==> src/hdl/set_assoc_cache_lfu_read_macros.svh <==
// assertion macros for the lfu read cache
// each macro samples on clk and is disabled while rst_n is low
`ifndef SET_ASSOC_CACHE_LFU_READ_MACROS_SVH
`define SET_ASSOC_CACHE_LFU_READ_MACROS_SVH

`ifndef SYNTHESIS

// condition holds at every edge
`define SALC_ASSERT(lbl, cond, msg) \
    lbl: assert property (@(posedge clk) disable iff (!rst_n) (cond)) else $error(msg);

// trigger at one edge implies the result at the next edge
`define SALC_ASSERT_NEXT(lbl, trig, res, msg) \
    lbl: assert property (@(posedge clk) disable iff (!rst_n) (trig) |=> (res)) \
        else $error(msg);

`else

`define SALC_ASSERT(lbl, cond, msg)
`define SALC_ASSERT_NEXT(lbl, trig, res, msg)

`endif

`endif

==> src/hdl/salc_pkg.sv <==
package salc_pkg;

    // default geometry
    localparam int SET_BITS_DEF    = 4;
    localparam int OFFSET_BITS_DEF = 3;
    localparam int WAYS_DEF        = 4;
    localparam int ADDR_BITS_DEF   = 16;
    localparam int COUNT_BITS_DEF  = 16;

    // fixed port widths
    localparam int CFG_W     = 3;
    localparam int FILL_W    = 64;
    localparam int DATA_W    = 8;
    localparam int WAY_OUT_W = 2;

    localparam logic [CFG_W-1:0] ACTIVE_WAYS_RST = 3'd4;

    typedef enum logic [1:0] {
        ST_IDLE,
        ST_SCAN,
        ST_UPDATE
    } state_t;

    // sequencer to compare unit
    typedef struct packed {
        logic step;
        logic first;
    } scan_ctrl_t;

    // compare unit to sequencer
    typedef struct packed {
        logic done;
        logic match;
    } scan_stat_t;

endpackage

==> src/hdl/salc_way_cmp.sv <==
module salc_way_cmp #(
    parameter int TAG_W      = 9,
    parameter int COUNT_BITS = 16,
    parameter int WAY_W      = 2
) (
    input  logic                   clk,
    input  logic                   rst_n,
    input  salc_pkg::scan_ctrl_t   ctrl,
    input  logic [WAY_W-1:0]       way,
    input  logic [WAY_W-1:0]       last_way,
    input  logic [TAG_W-1:0]       tag,
    input  logic                   q_valid,
    input  logic [COUNT_BITS-1:0]  q_count,
    input  logic [TAG_W-1:0]       q_tag,
    output salc_pkg::scan_stat_t   stat,
    output logic [WAY_W-1:0]       victim,
    output logic [COUNT_BITS-1:0]  count_inc
);
    import salc_pkg::*;

    logic [COUNT_BITS-1:0] min_reg;
    logic [COUNT_BITS-1:0] min_next;
    logic [WAY_W-1:0]      victim_reg;
    logic                  take;

    // shared unit: one tag compare and one count compare per way
    always_comb
    begin
        take       = ctrl.first || (q_count < min_reg);
        victim     = take ? way : victim_reg;
        min_next   = take ? q_count : min_reg;
        stat.match = q_valid && (q_tag == tag);
        stat.done  = stat.match || (way == last_way);
        count_inc  = (&q_count) ? q_count : q_count + 1'b1;
    end

    always_ff @(posedge clk or negedge rst_n)
    begin
        if (!rst_n)
        begin
            min_reg    <= '0;
            victim_reg <= '0;
        end
        else if (ctrl.step)
        begin
            min_reg    <= min_next;
            victim_reg <= victim;
        end
    end

endmodule

==> config.mk <==
export PLATFORM = sky130hd
export DESIGN_NAME = salc_way_cmp
export DESIGN_NICKNAME = d
export VERILOG_FILES = /design/src/hdl/set_assoc_cache_lfu_read_macros.svh /design/src/hdl/salc_pkg.sv /design/src/hdl/salc_way_cmp.sv
export SDC_FILE = /design/constraint.sdc
export NUM_CORES = 1
export LEC_CHECK = 0
export BUFFER_PORTS_ARGS = -buffer_cell sky130_fd_sc_hd__buf_4
export CAP_MARGIN = 5
export CORE_MARGIN = 2
export CORE_UTILIZATION = 45
export DETAILED_ROUTE_END_ITERATION = 8
export PLACE_DENSITY_LB_ADDON = 0.08
export SLEW_MARGIN = 25
export SYNTH_ARGS = -nofsm -noshare
export SYNTH_HDL_FRONTEND = slang
export SYNTH_SLANG_ARGS = --single-unit
==> constraint.sdc <==
create_clock -name clk -period 2.9 [get_ports clk]
set_input_delay 0.29 -clock clk [delete_from_list [all_inputs] [get_ports clk]]
set_output_delay 0.29 -clock clk [all_outputs]
set_load 0.01 [all_outputs]
==> summary.txt, run 1 <==
STA
  • Slew Limit Fails: 0
  • Slew headroom: 68.2%
  • Achievable frequency: 364 MHz
  • Unrepaired setup endpoints after global routing: no
  • Final hold vios: 0
  • Tmin final: 2.75 ns
  • Setup_tns: 0 ns
  • Final Cycle Share: 94.8%
  • Fin Clk Skew: 0.0103 ns
  • Worst-Margin Slew: 0.476 ns
  • Final setup fails: 0

Clocking
  • TritonCTS buffer count: 3
  • CTS Sinks: 18
  • CTS tree: built
  • Clock Path Buffers: 2
  • Level count of the clock H-tree: 1
  • Clock Root Buffer: clkbuf_4
  • Skew-Pair Late Insertion Delay: approximately 0.30 ns
  • Clock transition at path regs: approximately 0.12 ns

Floorplan
  • # rows: 21
  • Die ar.: between 4000 and 5000 µm²
  • Die Y: 64.2 µm
  • DIE WIDTH: 64.2 µm
  • Core region area: 3420 µm²
  • Starting density of the core: 47.8%
  • I/O pin count: 63

Finish
  • Most common cell after layout, fill and taps aside: buf_4
  • Fin nets: 288
  • N_diodes: 0
  • Proportion of layout cells with a drive suffix above 1: 42.5%
  • Most frequent cells in the layout: buf_4 (64), xnor2_1 (19), dfrtp_1 (18)
  • Filler cell count: around 290
  • Max FFs per register: 16
  • Finished Layout Cells: 274
  • Area Growth Syn to Fin: 34.3%

Run status
  • Status: finished clean

Pwr
  • Logic pwr share: a little under half
  • Power per cell area: 445 nW/µm²
  • P_int: 0.657 mW
  • Sequential group share of total power: around 36%
  • Clock share of power: roughly 16%
  • Peak VDD IR: 225 µV
  • Pleak: about 1.1 nW
  • Psw: 0.318 mW
  • Sw Share: 32.6%

Global route
  • Vias in the first global route: 1,439
  • Global-route wire length before repair: between 6000 and 7000 µm
  • Gr ovfl total: 0
  • Total track usage: 18.7%
  • Largest net degree at the start of global routing: 19
  • Antenna violations before repair: 0

Yosys
  • Syn nets: roughly 220
  • Seq cells post-synth: 18
  • Post-Synthesis Cells: 164
  • Distinct cells, synth: 32
  • Sequential share of the synthesized area: between 20 and 30%
  • Ys Warns: 0
  • Synth Area per Inst: approximately 10 µm²
  • Mapped Area: 1630 µm²

Routing
  • Vias per Instance: 5.22
  • Total number of vias: 1,429
  • Total wire length: 3690 µm
  • Drt first pass iters: 4
  • Wire per inst: about 13 µm
  • Initial DRC count: 69
  • DRC: 0
  • DRT antenna net count: 0

Placement
  • GPL Wtd Cong: 0.836
  • Cells after DPL: 269
  • Post-detail-place hpwl: between 2000 and 3000 µm
  • Count of input and output buffers: 62

Critical path
  • Crit path max-delay cell type: dfrtp_1
  • Worst EP required: 2.61 ns
  • Setup crit end kind: primary output
  • Startpoint Class: flip-flop
  • Largest fanout on the critical path: 4
  • Critical path, cell by cell: inv_1, ha_1, nand4_1, a211oi_1, nand4_2, a31oi_2, mux2_2, buf_4
  • Crit Path Class: reg -> out
  • Crit path DAT: between 2 and 2.5 ns
  • Worst R2R Setup Slack: 0.53 ns
  • CP peak stage delay: between 0.3 and 0.4 ns

Job
  • Max-cap violations: 0

Min path
  • Hold Crit Class: in -> reg
## Yosys cell counts
library cell	count	area share (%)
ha_1	16	12
clkbuf_1	3	0.69
xnor2_1	19	10
dfrtp_1	18	28
nor2b_1	1	0.38
nor4_2	1	0.77
a41oi_4	1	1.7
nand4_2	1	0.77
nand4_1	10	3.8
buf_8	1	0.92
a31oi_1	1	0.38
a2111o_1	1	0.69
nor3_1	2	0.61
o21ai_0	2	0.61
nand2_1	9	2.1
and4_1	2	1.1
buf_2	1	0.31
xor2_1	1	0.54
nand2b_1	3	1.1
nand3_1	7	2.1
mux2_2	15	10
nor2_1	6	1.4
a21oi_1	5	1.5
inv_1	16	3.7
or3_1	1	0.38
and4b_1	1	0.61
a211oi_1	1	0.46
and3_1	4	1.5
and2_1	2	0.77
a21o_1	2	0.92
mux2_4	10	9.2
a221oi_1	1	0.54
## layout make-up
cell class | count | area [µm²] | share of cell area (%)
clock buffers | 4 | 36.3 | 1.66
inverters | 16 | 60.1 | 2.74
multi-input cells | 125 | 1100 | 50.1
flip-flops and latches | 18 | 450 | 20.5
well taps | 46 | 57.6 | 2.63
repair buffers | 65 | 490 | 22.4
## worst max-delay path, delay by kind of cell (launching register included)
family	cells	cell delay (ns)
DFF	1	0.37
and+or+nand+nor	2	0.38
adders and majority gates	1	0.30
AOI/OAI and AO/OA	2	0.56
muxes	1	0.36
buffers and inverters	2	0.19
## stage by stage
step	util [%]	area, µm²	setup slack, ns	hold WS (ns)	power, mW
3_3_place_gp	62.6	2140	0.441	0.180	0.806
6_report	64.2	2190	0.151	0.238	0.975
4_1_cts	64.0	2190	0.125	0.235	0.981
3_5_place_dp	62.6	2140	0.436	0.178	0.816
5_1_grt	64.2	2190	0.0385	0.226	1.05
2_1_floorplan	-	1630	0.716	-0.00559	0.659
## power by group through the flow
| stage | Sequential (mW) | Combinational, mW | Clock, mW |
|---|---|---|---|
| floorplan | 0.347 | 0.312 | 0 |
| global placement | 0.355 | 0.451 | 0 |
| detailed placement | 0.358 | 0.458 | 0 |
| CTS | 0.353 | 0.464 | 0.164 |
| global route | 0.362 | 0.514 | 0.179 |
| finish | 0.353 | 0.462 | 0.160 |
## per-layer routing
layer / routed length, µm / GRT usage [%]
met1: 1700 / 25.0
met2: 1780 / 33.1
met3: 204 / 2.64
met4: 13 / 1.60
met5: 0 / 0
## kinds of logic (layout without fill, tap and decap cells)
| group | after synthesis | in the layout | synth area share [%] |
|---|---|---|---|
| compound gates | 14 | 14 | 6.82 |
| xor+xnor | 20 | 20 | 10.7 |
| fa+ha+maj | 16 | 16 | 12.3 |
| buf+inv | 21 | 85 | 5.59 |
| flops | 18 | 18 | 27.6 |
| mux | 25 | 25 | 19.5 |
| simple gates | 50 | 50 | 17.5 |
## path summary, 6_finish.rpt
path | from | end | depth (start not counted)
max in group asynchronous | rst_n | min_reg[7]$_DFFE_PN0P_ | 2
worst min-delay path | way[0] | victim_reg[0]$_DFFE_PN0P_ | 2
worst max register to register | min_reg[15]$_DFFE_PN0P_ | min_reg[7]$_DFFE_PN0P_ | 8
min in group asynchronous | rst_n | victim_reg[1]$_DFFE_PN0P_ | 2
worst min register to register | min_reg[8]$_DFFE_PN0P_ | min_reg[8]$_DFFE_PN0P_ | 1
worst max-delay path | min_reg[15]$_DFFE_PN0P_ | victim[1] | 8
## repair_timing
| item | 4_1_cts | 5_1_grt |
|---|---|---|
| hold buffers | 1 | 0 |
| buffers inserted | 0 | 0 |
| gates resized for setup | 0 | 1 |
| endpoints found under the hold margin | 18 | 0 |
| setup endpoints to repair | 0 | 2 |
No activity file was read; power rests on OpenSTA's default activity.
==> inputs of run 2 (changes only) <==
--- a/config.mk
+++ b/config.mk
@@ -7,10 +7,11 @@
 export LEC_CHECK = 0
 export BUFFER_PORTS_ARGS = -buffer_cell sky130_fd_sc_hd__buf_4
 export CAP_MARGIN = 5
-export CORE_MARGIN = 2
+export CORE_MARGIN = 5
 export CORE_UTILIZATION = 45
 export DETAILED_ROUTE_END_ITERATION = 8
-export PLACE_DENSITY_LB_ADDON = 0.08
+export GPL_ROUTABILITY_DRIVEN = 1
+export PLACE_DENSITY_LB_ADDON = 0.2
 export SLEW_MARGIN = 25
 export SYNTH_ARGS = -nofsm -noshare
 export SYNTH_HDL_FRONTEND = slang
==> run 2 against run 1 <==
  * Sequential cell count stayed put
  * Count of clock-buffer cells in the layout stayed put
  * Via count is 0.63% higher
  * Largest power group unchanged
  * Clock skew is 0.0063 ns lower
  * Fmax is 1.0% higher
  * First-iteration DRC count is 33% lower
==> summary.txt, run 2 (synthesized netlist as in run 1, its figures left out) <==
Critical path
  • Startpoint Class: flip-flop
  • Worst EP required: between 2 and 3 ns
  • Setup crit end kind: primary output
  • Crit path DAT: 2.43 ns
  • Largest fanout on the critical path: 4
  • Crit Path Class: reg -> out

Global route
  • Vias in the first global route: around 1,400
  • Global-route wire length before repair: between 6000 and 7000 µm
  • Largest net degree at the start of global routing: 19
  • Gr ovfl total: 0
  • Antenna violations before repair: 0
  • Total track usage: 15.3%

Routing
  • Total wire length: between 3000 and 4000 µm
  • Total number of vias: 1,438
  • DRT antenna net count: 0
  • Vias per Instance: 5.27
  • Drt first pass iters: 4
  • Initial DRC count: 46
  • Wire per inst: between 10 and 15 µm
  • DRC: 0

Clocking
  • TritonCTS buffer count: 3
  • Skew-Pair Late Insertion Delay: 0.30 ns
  • Clock transition at path regs: approximately 0.11 ns
  • CTS tree: built
  • Clock Root Buffer: clkbuf_4
  • CTS Sinks: 18
  • Clock Path Buffers: 2
  • Level count of the clock H-tree: 1
  • # Post-CTS Setup Buffers: 0

Run status
  • Status: finished clean

STA
  • Slew headroom: between 60% and 70%
  • Achievable frequency: ~370 MHz
  • Fin Hold WS: roughly 0.24 ns
  • Setup_tns: 0 ns
  • Final hold vios: 0
  • Final Cycle Share: 93.9%
  • Worst-Margin Slew: approximately 0.46 ns
  • Tmin final: 2.72 ns
  • Slew Limit Fails: 0
  • Fin Clk Skew: 0.00400 ns
  • Unrepaired setup endpoints after global routing: no
  • Final setup fails: 0

Floorplan
  • Core region area: 3420 µm²
  • I/O pin count: 63
  • # rows: 21
  • Die Y: 70.2 µm
  • Die ar.: between 4000 and 5000 µm²
  • DIE WIDTH: 70.2 µm
  • Starting density of the core: 47.8%

Placement
  • GPL Wtd Cong: 0.824
  • Post-detail-place hpwl: 3090 µm
  • Count of input and output buffers: 62

Finish
  • Most common cell after layout, fill and taps aside: buf_4
  • Proportion of layout cells with a drive suffix above 1: 42.7%
  • Area Growth Syn to Fin: 34.9%
  • Filler cell count: 297
  • N_diodes: 0
  • Multi-input logic area: 1100 µm²
  • Max FFs per register: 16
  • Sequential cell area: 450 µm²
  • Fin nets: 287
  • Most frequent cells in the layout: buf_4 (62), xnor2_1 (19), dfrtp_1 (18)

Pwr
  • Peak VDD IR: around 310 µV
  • Power per cell area: 443 nW/µm²
  • Pleak: 1.07 nW

Job
  • Max-cap violations: 0

Min path
  • Hold Crit Class: in -> reg
[run 2: cell count changes in the layout (fill, tap and decap cells not counted)]
cell / delta
buf_12: +1
a211oi_2: +1
buf_4: -2
a211oi_1: -1
[run 2: layer usage]
metal,track usage (%),wire length [µm]
met1,21.7,1720
met2,23.8,1750
met3,2.58,252
met4,4.26,38
met5,0,0
[run 2: layout make-up]
cell class	count	area share, %
Tap cell	46	2.61
Sequential cell	18	20.5
Inverter	16	2.73
Timing Repair Buffer	64	22.5
Multi-Input combinational cell	125	50.1
Clock buffer	4	1.65
[run 2: critical path: stages (launching register included)]
cell and delay (ns):
dfrtp_1 0.36, inv_1 0.05, ha_1 0.30, nand4_1 0.21, or3_1 0.50, a31oi_2 0.21, mux2_2 0.36, buf_4 0.14
[run 2: stage by stage]
stage                     util [%]  instance area, µm²  instances  setup WS [ns]  power [mW]
after floorplan                  -                1630        164          0.716       0.659
after global placement        62.8                2140        268          0.429       0.812
after detailed placement      62.8                2140        268          0.434       0.816
after CTS                     64.1                2190        273          0.158       0.977
after global routing          64.5                2200        273         0.0223        1.05
final                         64.5                2200        273          0.178       0.976
[run 2: power by group]
part           internal (mW)  switching, mW  leakage, nW
registers              0.318         0.0331        0.210
logic                  0.265          0.200        0.836
clock network         0.0766         0.0838       0.0210
total                  0.659          0.317         1.07
[run 2: final timing paths]
check                                       endpoint  slack [ns]                    start  cells past startpoint
hold reg to reg               min_reg[7]$_DFFE_PN0P_        0.52   min_reg[7]$_DFFE_PN0P_                      1
setup / recovery                           victim[1]        0.18  min_reg[15]$_DFFE_PN0P_                      7
setup reg to reg             min_reg[15]$_DFFE_PN0P_        0.45  min_reg[15]$_DFFE_PN0P_                      7
hold / removal             victim_reg[0]$_DFFE_PN0P_        0.24                   way[0]                      2
max in group asynchronous     min_reg[4]$_DFFE_PN0P_        2.32                    rst_n                      2
min in group asynchronous    min_reg[13]$_DFFE_PN0P_        0.38                    rst_n                      2
[run 2: timing repair]
action                                  CTS  global route
hold endpoints to repair                 18             0
hold buffers                              1             0
gates resized for setup                   0             2
endpoints found under the setup margin    0             2
