==> src/hdl/set_assoc_cache_lfu_read_macros.svh <==
// assertion macros for the lfu read cache
// each macro samples on clk and is disabled while rst_n is low
`ifndef SET_ASSOC_CACHE_LFU_READ_MACROS_SVH
`define SET_ASSOC_CACHE_LFU_READ_MACROS_SVH

`ifndef SYNTHESIS

// condition holds at every edge
`define SALC_ASSERT(lbl, cond, msg) \
    lbl: assert property (@(posedge clk) disable iff (!rst_n) (cond)) else $error(msg);

// trigger at one edge implies the result at the next edge
`define SALC_ASSERT_NEXT(lbl, trig, res, msg) \
    lbl: assert property (@(posedge clk) disable iff (!rst_n) (trig) |=> (res)) \
        else $error(msg);

`else

`define SALC_ASSERT(lbl, cond, msg)
`define SALC_ASSERT_NEXT(lbl, trig, res, msg)

`endif

`endif

==> src/hdl/salc_pkg.sv <==
package salc_pkg;

    // default geometry
    localparam int SET_BITS_DEF    = 4;
    localparam int OFFSET_BITS_DEF = 3;
    localparam int WAYS_DEF        = 4;
    localparam int ADDR_BITS_DEF   = 16;
    localparam int COUNT_BITS_DEF  = 16;

    // fixed port widths
    localparam int CFG_W     = 3;
    localparam int FILL_W    = 64;
    localparam int DATA_W    = 8;
    localparam int WAY_OUT_W = 2;

    localparam logic [CFG_W-1:0] ACTIVE_WAYS_RST = 3'd4;

    typedef enum logic [1:0] {
        ST_IDLE,
        ST_SCAN,
        ST_UPDATE
    } state_t;

    // sequencer to compare unit
    typedef struct packed {
        logic step;
        logic first;
    } scan_ctrl_t;

    // compare unit to sequencer
    typedef struct packed {
        logic done;
        logic match;
    } scan_stat_t;

endpackage

==> src/hdl/salc_seq.sv <==
module salc_seq #(
    parameter int WAYS  = 4,
    parameter int WAY_W = 2
) (
    input  logic                       clk,
    input  logic                       rst_n,
    input  logic                       in_valid,
    input  logic [salc_pkg::CFG_W-1:0] active_ways,
    input  salc_pkg::scan_stat_t       stat,
    input  logic                       out_busy,
    output logic                       in_ready,
    output logic                       load,
    output logic                       finish,
    output logic                       commit,
    output logic                       rd_en,
    output logic [WAY_W-1:0]           rd_way,
    output logic [WAY_W-1:0]           way,
    output logic [WAY_W-1:0]           last_way,
    output salc_pkg::scan_ctrl_t       ctrl
);
    import salc_pkg::*;

    state_t           state_reg;
    state_t           state_next;
    logic [WAY_W-1:0] way_reg;
    logic [WAY_W-1:0] way_next;
    logic [WAY_W-1:0] last_way_reg;
    logic [WAY_W-1:0] last_way_next;

    // clamp the way count into 1..WAYS
    always_comb
    begin
        priority if (active_ways == '0)
        begin
            last_way_next = '0;
        end
        else if (32'(active_ways) >= WAYS)
        begin
            last_way_next = WAY_W'(WAYS - 1);
        end
        else
        begin
            last_way_next = WAY_W'(active_ways - 1'b1);
        end
    end

    always_comb
    begin
        state_next = state_reg;
        unique case (state_reg)
            ST_IDLE:
            begin
                if (in_valid)
                begin
                    state_next = ST_SCAN;
                end
            end
            ST_SCAN:
            begin
                if (stat.done)
                begin
                    state_next = ST_UPDATE;
                end
            end
            ST_UPDATE:
            begin
                if (!out_busy)
                begin
                    state_next = ST_IDLE;
                end
            end
            default:
            begin
                state_next = ST_IDLE;
            end
        endcase
    end

    always_comb
    begin
        in_ready   = 1'b0;
        ctrl.step  = 1'b0;
        ctrl.first = 1'b0;
        commit     = 1'b0;
        unique case (state_reg)
            ST_IDLE:
            begin
                in_ready = 1'b1;
            end
            ST_SCAN:
            begin
                ctrl.step  = 1'b1;
                ctrl.first = (way_reg == '0);
            end
            ST_UPDATE:
            begin
                commit = !out_busy;
            end
            default:
            begin
                in_ready = 1'b0;
            end
        endcase
        load     = in_ready && in_valid;
        finish   = ctrl.step && stat.done;
        // way 0 is read on accept, then one way ahead of the compare
        rd_en    = load || (ctrl.step && !stat.done);
        rd_way   = load ? '0 : way_reg + 1'b1;
        way_next = load ? '0 : (rd_en ? way_reg + 1'b1 : way_reg);
    end

    always_ff @(posedge clk or negedge rst_n)
    begin
        if (!rst_n)
        begin
            state_reg    <= ST_IDLE;
            way_reg      <= '0;
            last_way_reg <= '0;
        end
        else
        begin
            state_reg <= state_next;
            way_reg   <= way_next;
            if (load)
            begin
                last_way_reg <= last_way_next;
            end
        end
    end

    assign way      = way_reg;
    assign last_way = last_way_reg;

endmodule

==> config.mk <==
export PLATFORM = sky130hd
export DESIGN_NAME = salc_seq
export DESIGN_NICKNAME = d
export VERILOG_FILES = /design/src/hdl/set_assoc_cache_lfu_read_macros.svh /design/src/hdl/salc_pkg.sv /design/src/hdl/salc_seq.sv
export SDC_FILE = /design/constraint.sdc
export NUM_CORES = 1
export LEC_CHECK = 0
export BUFFER_PORTS_ARGS = -buffer_cell sky130_fd_sc_hd__buf_2
export CELL_PAD_IN_SITES_DETAIL_PLACEMENT = 1
export CELL_PAD_IN_SITES_GLOBAL_PLACEMENT = 2
export CORE_MARGIN = 5
export CORE_UTILIZATION = 21
export CTS_CLUSTER_DIAMETER = 40
export CTS_CLUSTER_SIZE = 8
export DETAILED_ROUTE_END_ITERATION = 12
export GPL_TIMING_DRIVEN = 0
export PLACE_DENSITY = 0.68
export SYNTH_ARGS = -nofsm -noshare
export SYNTH_HDL_FRONTEND = slang
export SYNTH_SLANG_ARGS = --single-unit
export TNS_END_PERCENT = 10
==> constraint.sdc <==
create_clock -name clk -period 1.23 [get_ports clk]
set_input_delay 0.1845 -clock clk [delete_from_list [all_inputs] [get_ports clk]]
set_output_delay 0.1845 -clock clk [all_outputs]
set_load 0.03 [all_outputs]
==> results.sh, run 1 <==
export IMPL_max_cap_viol_count=0
export IMPL_synth_nets=48
export IMPL_cp_data_arrival_time_ns=1.35
export IMPL_routabilityCongestion=0.684
export IMPL_reg2reg_depth=5
export IMPL_p_total_mw=2.16
export IMPL_final_cell_mix="11 x buf_2, 8 x buf_6, 7 x buf_4, 5 x dfrtp_1, 4 x inv_1"
export IMPL_syn_inst=37
export IMPL_ios=22
export IMPL_nFillCells=218
export IMPL_clkLatencyLatePin_ns=0.25
export IMPL_ys_seq_area_share_pct=37.6
export IMPL_final_common_cell="buf_2"
export IMPL_cts_sinks=6
export IMPL_viasPerCell=4.27
export IMPL_dp_slack_ns=-0.244
export IMPL_rows=15
export IMPL_violations="negative setup slack"
export IMPL_grt_pass1_wl_um=2010
export IMPL_crit_type="flip-flop to primary output"
export IMPL_finalSetupViolCount=11
export IMPL_final_nets=79
export IMPL_cts_made_buffers=3
export IMPL_critPathMaxStageDelay_ns=0.37
export IMPL_diodes=0
export IMPL_p_leak_nw=0.331
export IMPL_antenna_found_initial=0
export IMPL_grt_pass1_vias=438
export IMPL_ant_nets=0
export IMPL_grt_start_max_net_pins=9
export IMPL_stdcell_count=91
export IMPL_cpMostUsedCell="buf_6"
export IMPL_yosysUniqueCellTypes=20
export IMPL_slew_viol_final=0
export IMPL_cp_top_family="simple AND/OR/NAND/NOR gates"
export IMPL_whs_ns=0.207
export IMPL_wl_per_cell_um=12.8
export IMPL_holdPathStages=3
export IMPL_cts_root_buffer="clkbuf_4"
export IMPL_routed_wl_um=1160
export IMPL_critical_path_cell_chain="buf_6, nor3b_4, and2b_1, buf_6"
export IMPL_grt_usage_pct=10.1
export IMPL_synth_avg_cell_area_sq_um=10.8
export IMPL_hold_viol=0
export IMPL_peakVddDrop_mv=1.33
export IMPL_overflow=0
export IMPL_drc=0
export IMPL_chipHeight_um=53.6
export IMPL_htreeDepth=1
export IMPL_clk_pin_slew_worst_paths_ns=0.05
export IMPL_chipWidth_um=53.6
export IMPL_cpMaxStageDelayCell="dfrtp_1"
export IMPL_dp_hpwl_um=830
export IMPL_yosysWarningCount=0
export IMPL_final_util_pct=38.9
export IMPL_placedInstanceArea_sq_um=534
export IMPL_max_slew_margin_pct=66.7
export IMPL_first_pass_iters=2
export IMPL_worst_endpoint_required_ns=1.05
export IMPL_coreArea_sq_um=1760
export IMPL_area_delta_synth_final_pct=72.1
export IMPL_fin_crit_ns=1.54
export IMPL_worstMarginPinSlew_ns=0.493
export IMPL_fmax_ghz=0.650
export IMPL_drive_above_1_share_pct=62.1
export IMPL_critical_path_depth=4
export IMPL_start_util_pct=22.6
export IMPL_crit_path_end_kind="primary output"
export IMPL_rsz0062_at_grt="true"
export IMPL_ys_ff_latch=6
export IMPL_placed_cells=82
export IMPL_final_area_sq_um=687
export IMPL_syn_area_sq_um=399
export IMPL_cp_start_kind="flip-flop"
export IMPL_port_buffers=20
export IMPL_status="finished with violations"
export IMPL_drtIter0Drc=6
export IMPL_cts_tree="done"
export IMPL_critPathMaxFanout=6
export IMPL_power_density_nw_per_um2=3150
export IMPL_worst_clock_skew_ns=0.000257
export IMPL_tns_ns=-2.18
export IMPL_cp_num_buf_inv=2
export IMPL_setup_slack_ns=-0.307
export IMPL_rrSetupSlack_ns=-0.19
export IMPL_post_route_period_util_pct=125
export IMPL_vias=389
export IMPL_die_area_sq_um=2870
export IMPL_hold_class="primary input to flip-flop"
export IMPL_cts_max_path_buffers=2
## where the power goes
group | total [mW] | internal, mW | switching [mW]
clock network | 0.189 | 0.111 | 0.0783
registers | 0.366 | 0.293 | 0.0733
logic | 1.61 | 0.728 | 0.879
total | 2.16 | 1.13 | 1.03
## Yosys cell counts
cell type | count | area [sq um]
nand3_1 | 1 | 5.00
nor3b_4 | 1 | 18.8
o21ba_2 | 1 | 10.0
and2_1 | 2 | 12.5
inv_1 | 5 | 18.8
nor2_1 | 2 | 7.51
o21bai_1 | 4 | 30.0
o221ai_1 | 1 | 8.76
nand2b_1 | 2 | 12.5
nor3b_1 | 1 | 7.51
nor4bb_1 | 1 | 10.0
nand2_1 | 1 | 3.75
o2bb2ai_1 | 1 | 8.76
ha_1 | 2 | 25.0
buf_6 | 1 | 11.3
nor2b_1 | 1 | 6.26
a2111oi_2 | 1 | 15.0
mux2_4 | 2 | 30.0
dfrtp_1 | 6 | 150
and2b_1 | 1 | 7.51
## worst register-to-register path: cells and delay by family (launching register included)
| kind | cells | cell delay, ns |
|---|---|---|
| buffers and inverters | 3 | 0.39 |
| and+or+nand+nor | 1 | 0.25 |
| DFF | 1 | 0.37 |
| muxes | 1 | 0.30 |
## worst paths after layout
check                                                end                     start
worst max-delay path                           rd_way[1]  state_reg[0]$_DFFE_PN0P_
worst min-delay path            state_reg[1]$_DFFE_PN0P_                  out_busy
worst max register to register   last_way[1]$_DFFE_PN0P_  state_reg[0]$_DFFE_PN0P_
worst min register to register   last_way[0]$_DFFE_PN0P_   last_way[0]$_DFFE_PN0P_
max in group asynchronous       state_reg[1]$_DFFE_PN0P_                     rst_n
min in group asynchronous             way[1]$_DFFE_PN0P_                     rst_n
## layer usage
layer	vias to the layer above	share of wire (%)	GRT usage, %
li1	187	-	-
met1	191	42	11.8
met2	9	51	15.9
met3	2	4.5	3.88
met4	0	1.9	5.11
met5	-	0	0
## timing repair
action                     4_1_cts  5_1_grt
setup buffers                    5        0
pin swaps                        3        1
gates resized for setup         18        8
hold endpoints to repair         6        0
setup endpoints to repair       12       13
hold buffers                     1        0
## area by class of cell
class,count,area (sq um),share of cell area (%)
inverters,5,21.3,3.10
repair buffers,26,196,28.6
clock buffers,3,22.5,3.28
well taps,25,31.3,4.55
plain buffers,1,11.3,1.64
flip-flops and latches,6,151,22.0
multi-input cells,25,253,36.8
## logic make-up after synthesis
| logic type | after synthesis | share of synthesized area, % |
|---|---|---|
| adders and majority gates | 2 | 6.27 |
| and+or+nand+nor | 13 | 22.9 |
| AOI/OAI and AO/OA | 8 | 18.2 |
| buffers and inverters | 6 | 7.52 |
| muxes | 2 | 7.52 |
| DFF | 6 | 37.6 |
No activity file was read; power rests on OpenSTA's default activity.
==> inputs of run 2 (changes only) <==
CELL_PAD_IN_SITES_DETAIL_PLACEMENT = unset   (was 1)
CELL_PAD_IN_SITES_GLOBAL_PLACEMENT = unset   (was 2)
CORE_UTILIZATION = 30   (was 21)
PLACE_DENSITY = 0.58   (was 0.68)
SLEW_MARGIN = 15   (was unset)
==> run 2 against run 1 <==
Against the previous run:
- the flow still finishes with violations (negative setup slack)
- global-route usage up 0.36 points
- count of clock-buffer cells in the layout unchanged
- non-clock buffer count grew 1
- hold slack improved by 0.00086 ns
- cell count down 9.9%
- clock skew hardly changed
- worst setup slack improved by 0.031 ns
- cell area is 1.6% lower
- sequential power grew 2%
- sequential share of layout area grew 0.37 points
- wire length is 17% lower
- critical path type unchanged
- highest routed layer unchanged
==> results.sh, run 2 (synthesis results as in run 1) <==
export IMPL_worst_clock_skew_ns=0.000493
export IMPL_nFillCells=124
export IMPL_crit_path_end_kind="primary output"
export IMPL_htreeDepth=1
export IMPL_routed_wl_um=964
export IMPL_p_leak_nw=0.338
export IMPL_grt_usage_pct=10.4
export IMPL_max_cap_viol_count=0
export IMPL_cts_sinks=6
export IMPL_drive_above_1_share_pct=64.2
export IMPL_overflow=0
export IMPL_rows=13
export IMPL_wl_per_cell_um=11.8
export IMPL_ant_nets=0
export IMPL_placed_cells=72
export IMPL_drc=0
export IMPL_slew_viol_final=0
export IMPL_drtIter0Drc=0
export IMPL_final_nets=80
export IMPL_finalSetupViolCount=11
export IMPL_cts_tree="done"
export IMPL_first_pass_iters=1
export IMPL_ios=22
export IMPL_setup_slack_ns=-0.277
export IMPL_final_common_cell="buf_2"
export IMPL_vias=377
export IMPL_power_density_nw_per_um2=3160
export IMPL_max_slew_margin_pct=74.2
export IMPL_fin_crit_ns=1.51
export IMPL_chipHeight_um=46.5
export IMPL_final_cell_mix="11 x buf_2, 9 x buf_6, 7 x buf_4, 5 x dfrtp_1, 4 x inv_1"
export IMPL_crit_type="flip-flop to primary output"
export IMPL_diodes=0
export IMPL_port_buffers=20
export IMPL_fmax_ghz=0.664
export IMPL_viasPerCell=4.60
export IMPL_grt_pass1_wl_um=1390
export IMPL_multi_input_area_sq_um=243
export IMPL_grt_pass1_vias=310
export IMPL_antenna_found_initial=0
export IMPL_rsz0062_at_grt="true"
export IMPL_area_delta_synth_final_pct=69.3
export IMPL_post_route_period_util_pct=122
export IMPL_start_util_pct=31.1
export IMPL_dp_slack_ns=-0.233
export IMPL_dp_hpwl_um=681
export IMPL_cts_made_buffers=3
export IMPL_worstMarginPinSlew_ns=0.381
export IMPL_stdcell_count=82
export IMPL_cp_data_arrival_time_ns=1.32
export IMPL_violations="negative setup slack"
export IMPL_cts_max_path_buffers=2
export IMPL_clkLatencyLatePin_ns=0.25
export IMPL_status="finished with violations"
export IMPL_regArea_sq_um=151
export IMPL_hold_viol=0
export IMPL_routabilityCongestion=0.656
export IMPL_hold_class="primary input to flip-flop"
export IMPL_critPathMaxFanout=5
export IMPL_die_area_sq_um=2160
export IMPL_worst_endpoint_required_ns=1.05
export IMPL_coreArea_sq_um=1280
export IMPL_grt_start_max_net_pins=9
export IMPL_clk_pin_slew_worst_paths_ns=0.04
export IMPL_cp_start_kind="flip-flop"
export IMPL_cts_root_buffer="clkbuf_4"
export IMPL_chipWidth_um=46.5
export IMPL_peakVddDrop_mv=0.995
[run 2: changes by cell type in the layout (fill, tap and decap cells not counted)]
cell,before,now
a2111oi_2,0,1
nor2_2,0,1
a2111oi_4,1,0
nor2_1,2,1
buf_6,8,9
[run 2: final timing paths]
check | slack (ns) | end | start | cells after the start
setup / recovery | -0.28 | rd_way[1] | state_reg[0]$_DFFE_PN0P_ | 4
setup reg to reg | -0.17 | last_way[0]$_DFFE_PN0P_ | state_reg[0]$_DFFE_PN0P_ | 5
hold / removal | 0.21 | state_reg[1]$_DFFE_PN0P_ | out_busy | 3
min in group asynchronous | 0.28 | way[1]$_DFFE_PN0P_ | rst_n | 2
hold reg to reg | 0.52 | last_way[0]$_DFFE_PN0P_ | last_way[0]$_DFFE_PN0P_ | 1
max in group asynchronous | 0.79 | state_reg[1]$_DFFE_PN0P_ | rst_n | 2
[run 2: cell type report]
| cell class | count | area share (%) |
|---|---|---|
| well taps | 15 | 2.78 |
| repair buffers | 27 | 30.7 |
| multi-input cells | 25 | 35.9 |
| plain buffers | 1 | 1.67 |
| clock buffers | 3 | 3.33 |
| flip-flops and latches | 6 | 22.4 |
| inverters | 5 | 3.15 |
[run 2: repair_timing]
item                       4_1_cts  5_1_grt
hold buffers                     1        0
buffers inserted                 5        1
gates resized for setup         19        7
pin swaps                        3        2
hold endpoints to repair         6        0
setup endpoints to repair       11       13
[run 2: layer usage]
layer / up-vias / track usage (%) / share of wire (%) / wire, um
met4: 0 / 11.9 / 3.1 / 30
met3: 4 / 5.08 / 11 / 107
met1: 166 / 12.7 / 44 / 421
li1: 192 / - / - / -
met5: - / 0 / 0 / 0
met2: 15 / 11.8 / 42 / 404
[run 2: critical path: stages (launching register included)]
cell	delay, ns
dfrtp_1	0.36
buf_6	0.13
nor3b_4	0.22
and2b_1	0.22
buf_6	0.13
[run 2: per-stage QoR]
| stage | cell area, sq um | setup TNS [ns] | util, % | hold WS (ns) | total power, mW |
|---|---|---|---|---|---|
| after floorplan | 403 | -1.88 | - | -0.111 | 1.24 |
| after global placement | 522 | -1.25 | 40.6 | 0.0156 | 1.55 |
| after detailed placement | 522 | -1.19 | 40.6 | 0.0128 | 1.55 |
| after CTS | 647 | -2.20 | 50.3 | 0.205 | 2.04 |
| after global routing | 676 | -2.76 | 52.6 | 0.211 | 2.26 |
| final | 676 | -1.95 | 52.6 | 0.207 | 2.13 |
[run 2: where the power goes]
group	internal [mW]	switching, mW	total, mW
clock	0.111	0.0759	0.187
sequential	0.293	0.0799	0.373
combinational	0.741	0.831	1.57
total	1.14	0.987	2.13
